File: config.mk
export PLATFORM = sky130hd
export DESIGN_NAME = wav_header_parser
export DESIGN_NICKNAME = d
export VERILOG_FILES = /design/src/hw/rtl/whp_pkg.sv /design/src/hw/rtl/whp_in_stage.sv /design/src/hw/rtl/whp_parser.sv /design/src/hw/rtl/whp_out_stage.sv /design/src/hw/rtl/wav_header_parser.sv
export SDC_FILE = /design/constraint.sdc
export NUM_CORES = 1
export LEC_CHECK = 0
export BUFFER_PORTS_ARGS = -buffer_cell sky130_fd_sc_hd__buf_2
export CAP_MARGIN = 0
export CORE_MARGIN = 10
export CORE_UTILIZATION = 56
export DETAILED_ROUTE_END_ITERATION = 10
export PLACE_DENSITY = 0.77
export RECOVER_POWER = 25
export REMOVE_ABC_BUFFERS = 1
export SLEW_MARGIN = 10
export SYNTH_ARGS = -nofsm -noshare
export SYNTH_HDL_FRONTEND = slang
export SYNTH_SLANG_ARGS = --single-unit
File: constraint.sdc
create_clock -name clk -period 8 [get_ports clk]
set_input_delay 0.4 -clock clk [delete_from_list [all_inputs] [get_ports clk]]
set_output_delay 0.4 -clock clk [all_outputs]
set_load 0.01 [all_outputs]
File: src/hw/rtl/whp_pkg.sv
// shared types, codes and constants of the wave header parser
package whp_pkg;

  // field widths
  localparam int ByteW   = 8;
  localparam int KindW   = 2;
  localparam int ErrW    = 3;
  localparam int HalfW   = 16;
  localparam int WordW   = 32;
  localparam int ShiftW  = 24;
  localparam int CountW  = 2;
  // packed result data: 3+16+32+32+16+16+32+8 = 155 bits, padded to bytes
  localparam int OutDataW = 160;

  // result kinds
  localparam logic [KindW-1:0] KIND_FORMAT = 2'd0;
  localparam logic [KindW-1:0] KIND_DATA   = 2'd1;
  localparam logic [KindW-1:0] KIND_ERROR  = 2'd2;

  // error codes
  localparam logic [ErrW-1:0] ERR_NONE    = 3'd0;
  localparam logic [ErrW-1:0] ERR_RIFF    = 3'd1;
  localparam logic [ErrW-1:0] ERR_WAVE    = 3'd2;
  localparam logic [ErrW-1:0] ERR_FMT_TAG = 3'd3;
  localparam logic [ErrW-1:0] ERR_NOT_PCM = 3'd4;

  // chunk tags as little-endian words
  localparam logic [WordW-1:0] TAG_RIFF = 32'h4646_4952;
  localparam logic [WordW-1:0] TAG_WAVE = 32'h4556_4157;
  localparam logic [WordW-1:0] TAG_FMT  = 32'h2074_6D66;
  localparam logic [WordW-1:0] TAG_DATA = 32'h6174_6164;
  localparam logic [WordW-1:0] BASE_FMT_SIZE = 32'd16;
  localparam logic [HalfW-1:0] FMT_PCM = 16'd1;

  // one input word
  typedef struct packed {
    logic [ByteW-1:0] file_byte;
    logic             start_of_file;
  } item_t;

  // one result word
  typedef struct packed {
    logic [KindW-1:0] result_kind;
    logic [ErrW-1:0]  error_code;
    logic [HalfW-1:0] channel_count;
    logic [WordW-1:0] sample_rate;
    logic [WordW-1:0] byte_rate;
    logic [HalfW-1:0] block_alignment;
    logic [HalfW-1:0] sample_bits;
    logic [WordW-1:0] data_length;
    logic [ByteW-1:0] data_byte;
    logic             last_data;
  } result_t;

endpackage

File: src/hw/rtl/whp_in_stage.sv
// input register holding one file byte word ahead of the parser
module whp_in_stage (
  input  logic           clk,
  input  logic           rst,
  input  logic           in_valid,
  output logic           in_ready,
  input  whp_pkg::item_t in_item,
  input  logic           pop,
  output logic           held_valid,
  output whp_pkg::item_t held_item
);
  import whp_pkg::*;

  // free when empty or when the parser takes the held word
  assign in_ready = !held_valid || pop;

  // valid flag
  always_ff @(posedge clk) begin
    if (rst) begin
      held_valid <= 1'b0;
    end else if (in_ready) begin
      held_valid <= in_valid;
    end
  end

  // payload
  always_ff @(posedge clk) begin
    if (in_valid && in_ready) begin
      held_item <= in_item;
    end
  end

endmodule

File: src/hw/rtl/whp_parser.sv
// header parse state and the single-pass step logic for one byte
module whp_parser (
  input  logic             clk,
  input  logic             rst,
  input  logic             in_valid,
  input  whp_pkg::item_t   in_item,
  input  logic             out_ready,
  output logic             take,
  output logic             res_valid,
  output whp_pkg::result_t res
);
  import whp_pkg::*;

  localparam logic [4:0] PH_RIFF       = 5'd0;
  localparam logic [4:0] PH_RIFF_SIZE  = 5'd1;
  localparam logic [4:0] PH_WAVE       = 5'd2;
  localparam logic [4:0] PH_FMT        = 5'd3;
  localparam logic [4:0] PH_FMT_SIZE   = 5'd4;
  localparam logic [4:0] PH_CODE       = 5'd5;
  localparam logic [4:0] PH_CHANNELS   = 5'd6;
  localparam logic [4:0] PH_RATE       = 5'd7;
  localparam logic [4:0] PH_BYTE_RATE  = 5'd8;
  localparam logic [4:0] PH_ALIGN      = 5'd9;
  localparam logic [4:0] PH_BITS       = 5'd10;
  localparam logic [4:0] PH_EXTRA_SIZE = 5'd11;
  localparam logic [4:0] PH_EXTRA_SKIP = 5'd12;
  localparam logic [4:0] PH_CHUNK_TAG  = 5'd13;
  localparam logic [4:0] PH_CHUNK_SIZE = 5'd14;
  localparam logic [4:0] PH_CHUNK_SKIP = 5'd15;
  localparam logic [4:0] PH_DATA_SIZE  = 5'd16;
  localparam logic [4:0] PH_DATA       = 5'd17;
  localparam logic [4:0] PH_DONE       = 5'd18;

  logic [4:0]        phase, phase_next;
  logic [CountW-1:0] field_byte_count, field_byte_count_next;
  logic [ShiftW-1:0] field_shift, field_shift_next;
  logic [WordW-1:0]  skip_remaining, skip_remaining_next;
  logic [WordW-1:0]  data_remaining, data_remaining_next;
  logic              fmt_extended, fmt_extended_next;
  logic              fmt_is_pcm, fmt_is_pcm_next;
  logic [HalfW-1:0]  held_channels, held_channels_next;
  logic [WordW-1:0]  held_rate, held_rate_next;
  logic [WordW-1:0]  held_byte_rate, held_byte_rate_next;
  logic [HalfW-1:0]  held_alignment, held_alignment_next;
  logic [HalfW-1:0]  held_sample_bits, held_sample_bits_next;

  logic [4:0]        cur_phase;
  logic [CountW-1:0] cur_count;
  logic [ShiftW-1:0] cur_shift;
  logic [WordW-1:0]  assembled;
  logic              half_field;
  logic              gathering;
  logic              complete;
  logic              emit;
  result_t           res_next;

  // a word moves only when the result register can take it
  assign take      = in_valid && out_ready;
  assign res_valid = take && emit;
  assign res       = res_next;

  // start of file restarts the field gatherer from the reset state
  assign cur_phase = in_item.start_of_file ? PH_RIFF : phase;
  assign cur_count = in_item.start_of_file ? '0 : field_byte_count;
  assign cur_shift = in_item.start_of_file ? '0 : field_shift;

  // little-endian field assembly
  assign assembled = {{(WordW-ShiftW){1'b0}}, cur_shift}
                   | ({{(WordW-ByteW){1'b0}}, in_item.file_byte} << {cur_count, 3'b000});

  // field length and completion
  always_comb begin
    half_field = 1'b0;
    gathering  = 1'b1;
    case (cur_phase)
      PH_CODE, PH_CHANNELS, PH_ALIGN, PH_BITS, PH_EXTRA_SIZE: begin
        half_field = 1'b1;
      end
      PH_RIFF, PH_RIFF_SIZE, PH_WAVE, PH_FMT, PH_FMT_SIZE, PH_RATE, PH_BYTE_RATE,
      PH_CHUNK_TAG, PH_CHUNK_SIZE, PH_DATA_SIZE: begin
        half_field = 1'b0;
      end
      default: begin
        gathering = 1'b0;
      end
    endcase
  end

  assign complete = half_field ? (cur_count != '0) : (cur_count == 2'd3);

  // step logic
  always_comb begin
    phase_next            = cur_phase;
    field_byte_count_next = cur_count;
    field_shift_next      = cur_shift;
    skip_remaining_next   = skip_remaining;
    data_remaining_next   = data_remaining;
    fmt_extended_next     = fmt_extended;
    fmt_is_pcm_next       = fmt_is_pcm;
    held_channels_next    = held_channels;
    held_rate_next        = held_rate;
    held_byte_rate_next   = held_byte_rate;
    held_alignment_next   = held_alignment;
    held_sample_bits_next = held_sample_bits;
    emit                  = 1'b0;
    res_next              = '0;

    // gatherer bookkeeping
    if (gathering) begin
      if (complete) begin
        field_byte_count_next = '0;
        field_shift_next      = '0;
      end else begin
        field_byte_count_next = cur_count + 2'd1;
        field_shift_next      = assembled[ShiftW-1:0];
      end
    end

    case (cur_phase)
      PH_RIFF: begin
        if (complete) begin
          if (assembled != TAG_RIFF) begin
            emit                 = 1'b1;
            res_next.result_kind = KIND_ERROR;
            res_next.error_code  = ERR_RIFF;
            phase_next           = PH_DONE;
          end else begin
            phase_next = PH_RIFF_SIZE;
          end
        end
      end
      PH_RIFF_SIZE: begin
        if (complete) begin
          phase_next = PH_WAVE;
        end
      end
      PH_WAVE: begin
        if (complete) begin
          if (assembled != TAG_WAVE) begin
            emit                 = 1'b1;
            res_next.result_kind = KIND_ERROR;
            res_next.error_code  = ERR_WAVE;
            phase_next           = PH_DONE;
          end else begin
            phase_next = PH_FMT;
          end
        end
      end
      PH_FMT: begin
        if (complete) begin
          if (assembled != TAG_FMT) begin
            emit                 = 1'b1;
            res_next.result_kind = KIND_ERROR;
            res_next.error_code  = ERR_FMT_TAG;
            phase_next           = PH_DONE;
          end else begin
            phase_next = PH_FMT_SIZE;
          end
        end
      end
      PH_FMT_SIZE: begin
        if (complete) begin
          fmt_extended_next = assembled > BASE_FMT_SIZE;
          phase_next        = PH_CODE;
        end
      end
      PH_CODE: begin
        if (complete) begin
          fmt_is_pcm_next = assembled[HalfW-1:0] == FMT_PCM;
          phase_next      = PH_CHANNELS;
        end
      end
      PH_CHANNELS: begin
        if (complete) begin
          held_channels_next = assembled[HalfW-1:0];
          phase_next         = PH_RATE;
        end
      end
      PH_RATE: begin
        if (complete) begin
          held_rate_next = assembled;
          phase_next     = PH_BYTE_RATE;
        end
      end
      PH_BYTE_RATE: begin
        if (complete) begin
          held_byte_rate_next = assembled;
          phase_next          = PH_ALIGN;
        end
      end
      PH_ALIGN: begin
        if (complete) begin
          held_alignment_next = assembled[HalfW-1:0];
          phase_next          = PH_BITS;
        end
      end
      PH_BITS: begin
        if (complete) begin
          held_sample_bits_next = assembled[HalfW-1:0];
          if (fmt_extended) begin
            phase_next = PH_EXTRA_SIZE;
          end else if (!fmt_is_pcm) begin
            emit                 = 1'b1;
            res_next.result_kind = KIND_ERROR;
            res_next.error_code  = ERR_NOT_PCM;
            phase_next           = PH_DONE;
          end else begin
            phase_next = PH_CHUNK_TAG;
          end
        end
      end
      PH_EXTRA_SIZE: begin
        if (complete) begin
          skip_remaining_next = {{(WordW-HalfW){1'b0}}, assembled[HalfW-1:0]};
          if (assembled[HalfW-1:0] != '0) begin
            phase_next = PH_EXTRA_SKIP;
          end else if (!fmt_is_pcm) begin
            emit                 = 1'b1;
            res_next.result_kind = KIND_ERROR;
            res_next.error_code  = ERR_NOT_PCM;
            phase_next           = PH_DONE;
          end else begin
            phase_next = PH_CHUNK_TAG;
          end
        end
      end
      PH_EXTRA_SKIP: begin
        skip_remaining_next = skip_remaining - 32'd1;
        if (skip_remaining == 32'd1) begin
          if (!fmt_is_pcm) begin
            emit                 = 1'b1;
            res_next.result_kind = KIND_ERROR;
            res_next.error_code  = ERR_NOT_PCM;
            phase_next           = PH_DONE;
          end else begin
            phase_next = PH_CHUNK_TAG;
          end
        end
      end
      PH_CHUNK_TAG: begin
        if (complete) begin
          phase_next = (assembled == TAG_DATA) ? PH_DATA_SIZE : PH_CHUNK_SIZE;
        end
      end
      PH_CHUNK_SIZE: begin
        if (complete) begin
          skip_remaining_next = assembled;
          phase_next = (assembled == '0) ? PH_CHUNK_TAG : PH_CHUNK_SKIP;
        end
      end
      PH_CHUNK_SKIP: begin
        skip_remaining_next = skip_remaining - 32'd1;
        if (skip_remaining == 32'd1) begin
          phase_next = PH_CHUNK_TAG;
        end
      end
      PH_DATA_SIZE: begin
        if (complete) begin
          data_remaining_next      = assembled;
          emit                     = 1'b1;
          res_next.result_kind     = KIND_FORMAT;
          res_next.error_code      = ERR_NONE;
          res_next.channel_count   = held_channels;
          res_next.sample_rate     = held_rate;
          res_next.byte_rate       = held_byte_rate;
          res_next.block_alignment = held_alignment;
          res_next.sample_bits     = held_sample_bits;
          res_next.data_length     = assembled;
          phase_next = (assembled == '0) ? PH_DONE : PH_DATA;
        end
      end
      PH_DATA: begin
        data_remaining_next  = data_remaining - 32'd1;
        emit                 = 1'b1;
        res_next.result_kind = KIND_DATA;
        res_next.error_code  = ERR_NONE;
        res_next.data_byte   = in_item.file_byte;
        if (data_remaining == 32'd1) begin
          res_next.last_data = 1'b1;
          phase_next         = PH_DONE;
        end
      end
      default: begin
        // finished or failed: drop bytes until the next start of file
        phase_next = cur_phase;
      end
    endcase
  end

  // control state
  always_ff @(posedge clk) begin
    if (rst) begin
      phase            <= PH_RIFF;
      field_byte_count <= '0;
      field_shift      <= '0;
    end else if (take) begin
      phase            <= phase_next;
      field_byte_count <= field_byte_count_next;
      field_shift      <= field_shift_next;
    end
  end

  // header fields and counters, always written before they are read
  always_ff @(posedge clk) begin
    if (take) begin
      skip_remaining   <= skip_remaining_next;
      data_remaining   <= data_remaining_next;
      fmt_extended     <= fmt_extended_next;
      fmt_is_pcm       <= fmt_is_pcm_next;
      held_channels    <= held_channels_next;
      held_rate        <= held_rate_next;
      held_byte_rate   <= held_byte_rate_next;
      held_alignment   <= held_alignment_next;
      held_sample_bits <= held_sample_bits_next;
    end
  end

endmodule

File: src/hw/rtl/whp_out_stage.sv
// result register between the parser and the output stream
module whp_out_stage (
  input  logic             clk,
  input  logic             rst,
  input  logic             res_valid,
  input  whp_pkg::result_t res,
  output logic             can_take,
  output logic             out_valid,
  input  logic             out_ready,
  output whp_pkg::result_t out_res
);
  import whp_pkg::*;

  // room when empty or when the current word leaves this cycle
  assign can_take = !out_valid || out_ready;

  // valid flag
  always_ff @(posedge clk) begin
    if (rst) begin
      out_valid <= 1'b0;
    end else if (can_take) begin
      out_valid <= res_valid;
    end
  end

  // payload
  always_ff @(posedge clk) begin
    if (can_take && res_valid) begin
      out_res <= res;
    end
  end

endmodule

File: src/hw/rtl/wav_header_parser.sv
// top level of the wave file header parser
//
//  channel | dir | tdata                  | tuser          | tlast
//  s_axis  | in  | file_byte [7:0]        | start_of_file  | -
//  m_axis  | out | format/error/data word | result_kind    | last_data
//
// one byte word is taken per cycle when the result side keeps up
// an accepted word goes from the input register through the parse step into the result register
// only bytes that make a result occupy the result register
// rst is synchronous and returns the parser to the riff tag search
// a stalled result side holds the input register, which then drops s_tready
module wav_header_parser (
  input  logic                         clk,
  input  logic                         rst,
  input  logic                         s_tvalid,
  output logic                         s_tready,
  input  logic [whp_pkg::ByteW-1:0]    s_tdata,   // [7:0] file_byte
  input  logic                         s_tuser,   // [0] start_of_file
  output logic                         m_tvalid,
  input  logic                         m_tready,
  output logic [whp_pkg::OutDataW-1:0] m_tdata,   // [2:0] error_code, [18:3] channel_count,
                                                  // [50:19] sample_rate, [82:51] byte_rate,
                                                  // [98:83] block_alignment,
                                                  // [114:99] sample_bits,
                                                  // [146:115] data_length,
                                                  // [154:147] data_byte, rest zero
  output logic [whp_pkg::KindW-1:0]    m_tuser,   // [1:0] result_kind
  output logic                         m_tlast    // last_data
);
  import whp_pkg::*;

  item_t   in_item;
  item_t   held_item;
  logic    held_valid;
  logic    pop;
  logic    can_take;
  logic    res_valid;
  result_t res;
  result_t out_res;

  assign in_item.file_byte     = s_tdata;
  assign in_item.start_of_file = s_tuser;

  // input register
  whp_in_stage u_in (
    .clk        (clk),
    .rst        (rst),
    .in_valid   (s_tvalid),
    .in_ready   (s_tready),
    .in_item    (in_item),
    .pop        (pop),
    .held_valid (held_valid),
    .held_item  (held_item)
  );

  // parse step
  whp_parser u_parser (
    .clk       (clk),
    .rst       (rst),
    .in_valid  (held_valid),
    .in_item   (held_item),
    .out_ready (can_take),
    .take      (pop),
    .res_valid (res_valid),
    .res       (res)
  );

  // result register
  whp_out_stage u_out (
    .clk       (clk),
    .rst       (rst),
    .res_valid (res_valid),
    .res       (res),
    .can_take  (can_take),
    .out_valid (m_tvalid),
    .out_ready (m_tready),
    .out_res   (out_res)
  );

  // output packing
  assign m_tdata = {5'b00000, out_res.data_byte, out_res.data_length, out_res.sample_bits,
                    out_res.block_alignment, out_res.byte_rate, out_res.sample_rate,
                    out_res.channel_count, out_res.error_code};
  assign m_tuser = out_res.result_kind;
  assign m_tlast = out_res.last_data;

  // an empty result register never stalls the input side
  a_ready_when_empty: assert property (@(posedge clk) disable iff (rst)
    !m_tvalid |-> s_tready)
    else $error("input stalled while result register empty");

  // errors carry a code, other results carry none
  a_error_code: assert property (@(posedge clk) disable iff (rst)
    m_tvalid |-> ((m_tuser == KIND_ERROR) == (m_tdata[ErrW-1:0] != ERR_NONE)))
    else $error("error code does not match result kind");

  // the last mark only appears on data words
  a_last_on_data: assert property (@(posedge clk) disable iff (rst)
    m_tvalid && m_tlast |-> m_tuser == KIND_DATA)
    else $error("last mark on a non-data word");

  // a result is loaded only from a word the parser took
  a_result_from_take: assert property (@(posedge clk) disable iff (rst)
    res_valid |-> pop)
    else $error("result without a parsed word");

endmodule

==> summary.md, run 1 <==
| Metric | Value |
|---|---|
| Synth Register Bits | `378` |
| Netlist cell types | `77` |
| CTS tree | `built` |
| Pleak | `6.13 nW` |
| Synth Area in Compound Gates | `0.0822` |
| Vias in the first global route | `10500` |
| Global-route wire length before repair | `63.1 mm` |
| Hold crit path type | `input port to flip-flop` |
| Area grow syn2layout | `13.6%` |
| Ports | `178` |
| Starting Density | `0.564` |
| FILL cells | `2237` |
| Post-synthesis simple-gate area fraction | `0.168` |
| Cells after Synth | `1259` |
| # rows | `62` |
| Area contributors post-synth | `edfxtp_1 64%, and2_1 5.1%, dfxtp_1 4.1%, nor2_1 3.1%, xnor2_1 2.4%` |
| Pin count of the biggest net entering global routing | `86` |
| Placer Congestion | `0.984` |
| Finish-stage setup viols | `0` |
| Syn Area/Cell | `12.8 sq um` |
| Antenna-violating nets left | `0` |
| Latest clock arrival within the worst-skew pair | `0.53 ns` |
| Ant diodes | `0` |
| Post-synthesis mux area share | `0.00194` |
| Root buffer cell | `clkbuf_16` |
| Drt pass-1 iters | `5` |
| Fin nets | `1443` |
| Post-CTS Setup Bufs | `0` |
| Initial antenna violation count | `0` |
| Maximum vdd drop | `0.153 mV` |
| Period utilisation layout | `0.732` |
| CP max FO | `70` |
| CP peak stage delay | `1.62 ns` |
| Placed instance area | `17300 sq um` |
| Die Area | `35900 sq um` |
| GRT Total Usage | `0.226` |
| Synth warnings | `0` |
| Min cycle time layout | `5.85 ns` |
| CTS resizes | `0` |
| Adder-cell share of the synthesized area | `0.00388` |
| Status | `finished with violations` |
| Layout cell share with drive strength beyond 1 | `0.0826` |
| Initial drt markers | `1317` |
| Largest family of logic cells by synthesized area | `simple AND/OR/NAND/NOR gates` |
| CP Capture Type | `flip-flop` |
| Via count | `10800` |
| Max Buffers Root-to-Sink | `3` |
| Clock buffer count from CTS | `37` |
| Max-slew violation count | `48` |
| Max-cap violation count | `1` |
| XOR/XNOR Fraction of Synth Area | `0.0315` |
| CP bufs+invs | `3` |
| Rel. slew slack | `-0.522` |
| WS Path Type | `flip-flop to flip-flop` |
| CTS Sinks | `378` |
| Endpoints failing hold | `0` |
| Post-synth top flop | `edfxtp_1` |
| Hold WS | `0.0440 ns` |
| WL/cell | `22.7 um` |
| Clock-pin slew on the worst setup and hold paths | `0.06 ns` |
| Async set-reset flop share out of synthesis | `0` |
| # DRC | `0` |
| CP startpoint kind | `flip-flop` |
| DP Wirelength | `28.8 mm` |
| Area fraction of the dominant cell type after synthesis | `0.643` |
| Cell taking the most area after synthesis | `edfxtp_1` |
| Max stage delay cell, worst path | `clkbuf_1` |
| Cts hold-fix bufs | `0` |
| H-tree Lvls | `2` |
| Post-synth EDFFs | `345` |
| Slew @ Worst Pin | `2.28 ns` |
| Critical path's top delay family | `buffers and inverters` |
| Setup tns final | `0 ns` |
| Drt total wl | `41.8 mm` |
| Worst path cell trace | `clkbuf_1 -> inv_2 -> a22o_1 -> or4_1 -> nand4bb_4 -> o22a_1 -> o2111a_1 -> a21oi_4 -> buf_4` |
| Area of the multi-input gates | `4690 sq um` |
| Post-route cell area | `18300 sq um` |
| Sequential fraction of the synthesis area | `0.684` |
| Pwr/cell area | `217 nW/um^2` |
| Critical Path RT | `8.14 ns` |
| Grt total ovfl | `0` |
| Vias per inst | `5.89` |
| Crit path arrival time | `6.00 ns` |
| Core area | `28500 sq um` |
| Synthesized area | `16100 sq um` |
| Failing checks | `capacitance limit, slew limit` |
| RSZ-0062 raised after global routing | `no` |
| FF/Latch Area | `11000 sq um` |
| Peak Freq | `171 MHz` |
| Worst Skew | `0.0150 ns` |
| Die Y-Extent | `190 um` |
| Port Buf Inserts | `172` |
| Die width | `190 um` |
[per-layer routing]
| metal | part of all wire | global-route usage | routed length (um) | vias to the layer above |
|---|---|---|---|---|
| met5 | 0 | 0 | 0 | - |
| met4 | 0.034 | 0.0800 | 1440 | 0 |
| met3 | 0.081 | 0.0445 | 3400 | 95 |
| met2 | 0.47 | 0.366 | 19600 | 542 |
| met1 | 0.42 | 0.300 | 17400 | 5269 |
| li1 | - | - | - | 4909 |
[cell type report]
class | count | area share
flip-flops and latches | 378 | 0.602
multi-input cells | 782 | 0.256
clock buffers | 50 | 0.0572
repair buffers | 193 | 0.0443
well taps | 384 | 0.0263
clock inverters | 17 | 0.00684
inverters | 33 | 0.00677
[synthesized netlist by cell type, types with 3 or more instances]
cell type / instances
and2_1: 130
nand4b_1: 3
ha_1: 5
a211oi_1: 6
o22ai_1: 16
xor2_1: 14
buf_1: 5
nand2b_1: 15
nor2b_1: 14
a21oi_1: 41
nand4_1: 5
clkbuf_1: 51
nor4_1: 20
and3_1: 4
o32ai_1: 5
o31ai_1: 5
nor4_2: 3
a22oi_1: 29
nor3_1: 38
nand3b_1: 6
and3b_1: 6
nor4b_1: 3
or3_1: 5
buf_4: 8
a31oi_1: 8
nand3_1: 13
inv_1: 31
xnor2_1: 44
edfxtp_1: 345
a41oi_1: 3
nand2_1: 87
nor2_1: 132
a21o_1: 3
or2_2: 9
a22o_1: 4
o21ai_0: 44
dfxtp_1: 33
buf_6: 5
or4_1: 11
[where the power goes]
group / internal (mW) / switching, mW / leakage (nW)
combinational: 0.0373 / 0.0895 / 2.02
sequential: 2.15 / 0.0226 / 3.54
clock: 0.957 / 0.722 / 0.571
[sequential cells by signal, summed over array words and instances, names as in the netlist, 5 cells and up]
register and flops:
u_parser.data_remaining 32, u_out.out_res 158, u_parser.phase 5, u_parser.field_shift 24, u_parser.held_channels 16, u_parser.held_rate 32, u_parser.held_alignment 16, u_in.held_item 9
u_parser.held_byte_rate 32, u_parser.skip_remaining 32, u_parser.held_sample_bits 16
[cell families (layout without fill, tap and decap cells)]
group,count (synthesis),in the layout
and+or+nand+nor,512,512
buffers and inverters,103,293
xor gates and xnor gates,58,58
other,1,5
adders and majority gates,5,5
DFF,378,378
muxes,3,3
AOI/OAI and AO/OA,199,199
[cell usage in the layout (no fill, tap or decap), types with 33 or more instances in the layout]
cell type / instances
clkbuf_1: 171
xnor2_1: 44
edfxtp_1: 345
dfxtp_1: 33
clkbuf_16: 39
and2_1: 129
a21oi_1: 40
nand2_1: 87
nor2_1: 128
o21ai_0: 44
nor3_1: 35
[final timing paths]
check	from	cells past startpoint	to	slack, ns
max	u_in.held_item[0]$_DFFE_PP_	9	u_out.out_res[77]$_SDFFCE_PN0P_	2.15
min	s_tdata[5]	1	u_in.held_item[6]$_DFFE_PP_	0.04
max reg2reg	u_in.held_item[0]$_DFFE_PP_	9	u_out.out_res[77]$_SDFFCE_PN0P_	2.15
min reg2reg	u_parser.held_rate[16]$_DFFE_PP_	1	u_out.out_res[121]$_SDFFCE_PN0P_	0.51
[through the flow]
step / cells / total power, mW / setup WS, ns / util
floorplan: 1193 / 2.28 / 0.317 / -
global placement: 1770 / 2.34 / 3.87 / 0.608
detailed placement: 1770 / 2.34 / 3.77 / 0.608
CTS: 1837 / 3.99 / 3.76 / 0.649
global route: 1837 / 4.08 / 1.78 / 0.641
finish: 1837 / 3.98 / 2.15 / 0.641
(Power assumes the default switching activity.)
==> run 2, diff against run 1 <==
==> constraint.sdc (replaced) <==
create_clock -name clk -period 6 [get_ports clk]
set_input_delay 0.3 -clock clk [delete_from_list [all_inputs] [get_ports clk]]
set_output_delay 0.3 -clock clk [all_outputs]
set_load 0.01 [all_outputs]
==> run 2 against run 1 <==
The flow now finishes without violations; design area up 0.32%; non-clock buffer count increased by 7; register-to-register slack got worse by 0.48 ns; global-route usage rose by 0.084 points; fmax grew 35%; critical path depth did not move; die area unchanged; wire length grew 0.47%; clock power up 30%; total power up 32%; utilization up 0.21 points; largest cell class unchanged; largest power group unchanged; highest routed layer unchanged.
==> summary.md, run 2 (same netlist as run 1, synthesis figures left out) <==
| Metric | Value |
|---|---|
| Status | `finished, final reports clean` |
| Maximum vdd drop | `0.229 mV (+50%)` |
| Endpoints failing hold | `0 (unchanged)` |
| Drt total wl | `42.0 mm (+0.47%)` |
| Die width | `190 um (unchanged)` |
| Initial drt markers | `1125 (-15%)` |
| Global-route wire length before repair | `63.1 mm (about the same)` |
| Max-cap violation count | `0 (-1)` |
| Worst Setup Slack post-DPL | `1.98 ns (-1.79 ns)` |
| Ant diodes | `0 (unchanged)` |
| Port Buf Inserts | `172 (unchanged)` |
| Area grow syn2layout | `14.0%` |
| Worst setup margin | `1.67 ns (-0.476 ns)` |
| Vias in the first global route | `10600 (+0.65%)` |
| CTS tree | `built` |
| Combinational group share of total power | `0.033 (about the same)` |
| Die Area | `35900 sq um (unchanged)` |
| Die Y-Extent | `190 um (unchanged)` |
| CP startpoint kind | `flip-flop` |
| Pwr/cell area | `286 nW/um^2 (+31%)` |
| Fin util | `0.643 (+0.00206)` |
| Max Buffers Root-to-Sink | `3 (unchanged)` |
| Clock power share | `0.415 (-0.007)` |
| Commonest non-fill, non-tap cell in the layout | `edfxtp_1` |
| R2R depth | `9 (unchanged)` |
| Hold crit path type | `input port to flip-flop` |
| Peak Freq | `231 MHz (+35%)` |
| Ports | `178 (unchanged)` |
| Pwr Total | `5.24 mW (+32%)` |
| Fin nets | `1450 (+0.49%)` |
| Placer Congestion | `0.976 (-0.81%)` |
| Starting Density | `0.564 (unchanged)` |
| DR WL met2 | `19.0 mm (-2.8%)` |
| Finish-stage setup viols | `0 (unchanged)` |
| Max layer used | `met4` |
| Root buffer cell | `clkbuf_16` |
| Vias per inst | `5.86 (-0.47%)` |
| CP max FO | `34 (-51%)` |
| Commonest non-fill, non-tap cells in the layout | `345 x edfxtp_1, 166 x clkbuf_1, 129 x and2_1` |
| Critical Path RT | `6.16 ns (-1.98 ns)` |
| Slew @ Worst Pin | `1.27 ns (-1.01 ns)` |
| Rel. slew slack | `0.151 (+0.673)` |
| Setup tns final | `0 ns (unchanged)` |
| Max FFs per register | `158 (unchanged)` |
| Grt total ovfl | `0 (unchanged)` |
| Sequential power share | `0.552 (+0.006)` |
| WL/cell | `22.8 um (about the same)` |
| Initial antenna violation count | `0 (unchanged)` |
| Pin count of the biggest net entering global routing | `121 (+41%)` |
| # rows | `62 (unchanged)` |
| Layout cell share with drive strength beyond 1 | `0.0781 (-0.00451)` |
| R2R setup slack | `1.67 ns (-0.48 ns)` |
| DP Wirelength | `28.6 mm (-0.74%)` |
| Drt pass-1 iters | `6 (+1)` |
| Pleak | `6.15 nW (+0.40%)` |
| Clock-pin slew on the worst setup and hold paths | `0.06 ns (about the same)` |
| GRT Total Usage | `0.227 (+0.000836)` |
| Min cycle time layout | `4.33 ns (-1.52 ns)` |
| CTS Sinks | `378 (unchanged)` |
| Latest clock arrival within the worst-skew pair | `0.52 ns (about the same)` |
| Biggest register | `u_out.out_res` |
| H-tree Lvls | `2 (unchanged)` |
| WS Path Type | `flip-flop to flip-flop` |
| RSZ-0062 raised after global routing | `no` |
| # DRC | `0 (unchanged)` |
| Worst Skew | `0.0201 ns (+0.00506 ns)` |
| Via count | `10800 (-0.092%)` |
| Switch share | `0.211 (+0.00106)` |
| Placed instance area | `17400 sq um (about the same)` |
| Clock buffer count from CTS | `37 (unchanged)` |
| Sw power | `1.10 mW (+33%)` |
| Post-route cell area | `18400 sq um (+0.32%)` |
| Met3 WL | `3.71 mm (+9.2%)` |
| Internal | `4.14 mW (+32%)` |
| Max-slew violation count | `0 (-100%)` |
| Hold path cells | `3 (+2)` |
| Antenna-violating nets left | `0 (unchanged)` |
| Routed metal-1 wirelength | `17.4 mm (+0.20%)` |
| Period utilisation layout | `0.722 (-0.0100)` |
| Crit path arrival time | `4.49 ns (-1.51 ns)` |
| Core area | `28500 sq um (unchanged)` |
| CP Capture Type | `flip-flop` |
[run 2: cell count changes in the layout (fill, tap and decap cells not counted), moves of 4 or more]
| cell | delta |
|---|---|
| dlygate4sd3_1 | +9 |
| clkinv_1 | +6 |
| buf_4 | -4 |
| clkbuf_1 | -5 |
[run 2: what timing repair did]
| item | 4_1_cts | 5_1_grt |
|---|---|---|
| gates resized for setup | 0 | 0 |
| hold buffers | 9 | 0 |
| endpoints found under the hold margin | 9 | 0 |
| buffers inserted | 0 | 0 |
[run 2: area by class of cell]
type                    count  area, sq um
repair buffers            200          911
inverters                  33          124
well taps                 384          480
clock inverters            24          155
multi-input cells         782         4680
fillers                  2241        10200
clock buffers              43          980
flip-flops and latches    378        11000
[run 2: path summary, 6_finish.rpt]
path                                         from                              end
max                   u_in.held_item[0]$_DFFE_PP_  u_out.out_res[20]$_SDFFCE_PN0P_
min                                      s_tvalid     u_in.held_valid$_SDFFE_PP0N_
max reg2reg           u_in.held_item[0]$_DFFE_PP_  u_out.out_res[20]$_SDFFCE_PN0P_
min reg2reg  u_parser.held_alignment[1]$_DFFE_PP_  u_out.out_res[58]$_SDFFCE_PN0P_
[run 2: routing by layer]
metal,vias to the layer above,track usage
li1,4917,-
met1,5216,0.308
met2,564,0.353
met3,108,0.0447
met4,0,0.0955
met5,-,0
[run 2: worst max-delay path, stage by stage, from the launching register on]
cell and delay [ns]:
edfxtp_1 0.62, clkbuf_1 0.65, nor2b_1 0.13, a22o_1 0.43, or4_1 0.61, nand4bb_4 0.29
o22a_1 0.22, o2111a_1 0.27, a21oi_4 0.27, buf_4 0.45
[run 2: per-stage QoR]
stage / hold WS, ns / cells
floorplan: 0.369 / 1193
global placement: 0.478 / 1768
detailed placement: 0.479 / 1768
CTS: 0.00273 / 1844
global route: 0.0521 / 1844
finish: 0.0102 / 1844
[run 2: power by group through the flow]
stage / Combinational (mW) / Sequential [mW] / Clock, mW
after detailed placement: 0.165 / 2.95 / 0
after floorplan: 0.101 / 2.94 / 0
after global placement: 0.163 / 2.95 / 0
after global routing: 0.185 / 2.89 / 2.30
final: 0.171 / 2.89 / 2.18
after CTS: 0.169 / 2.89 / 2.20
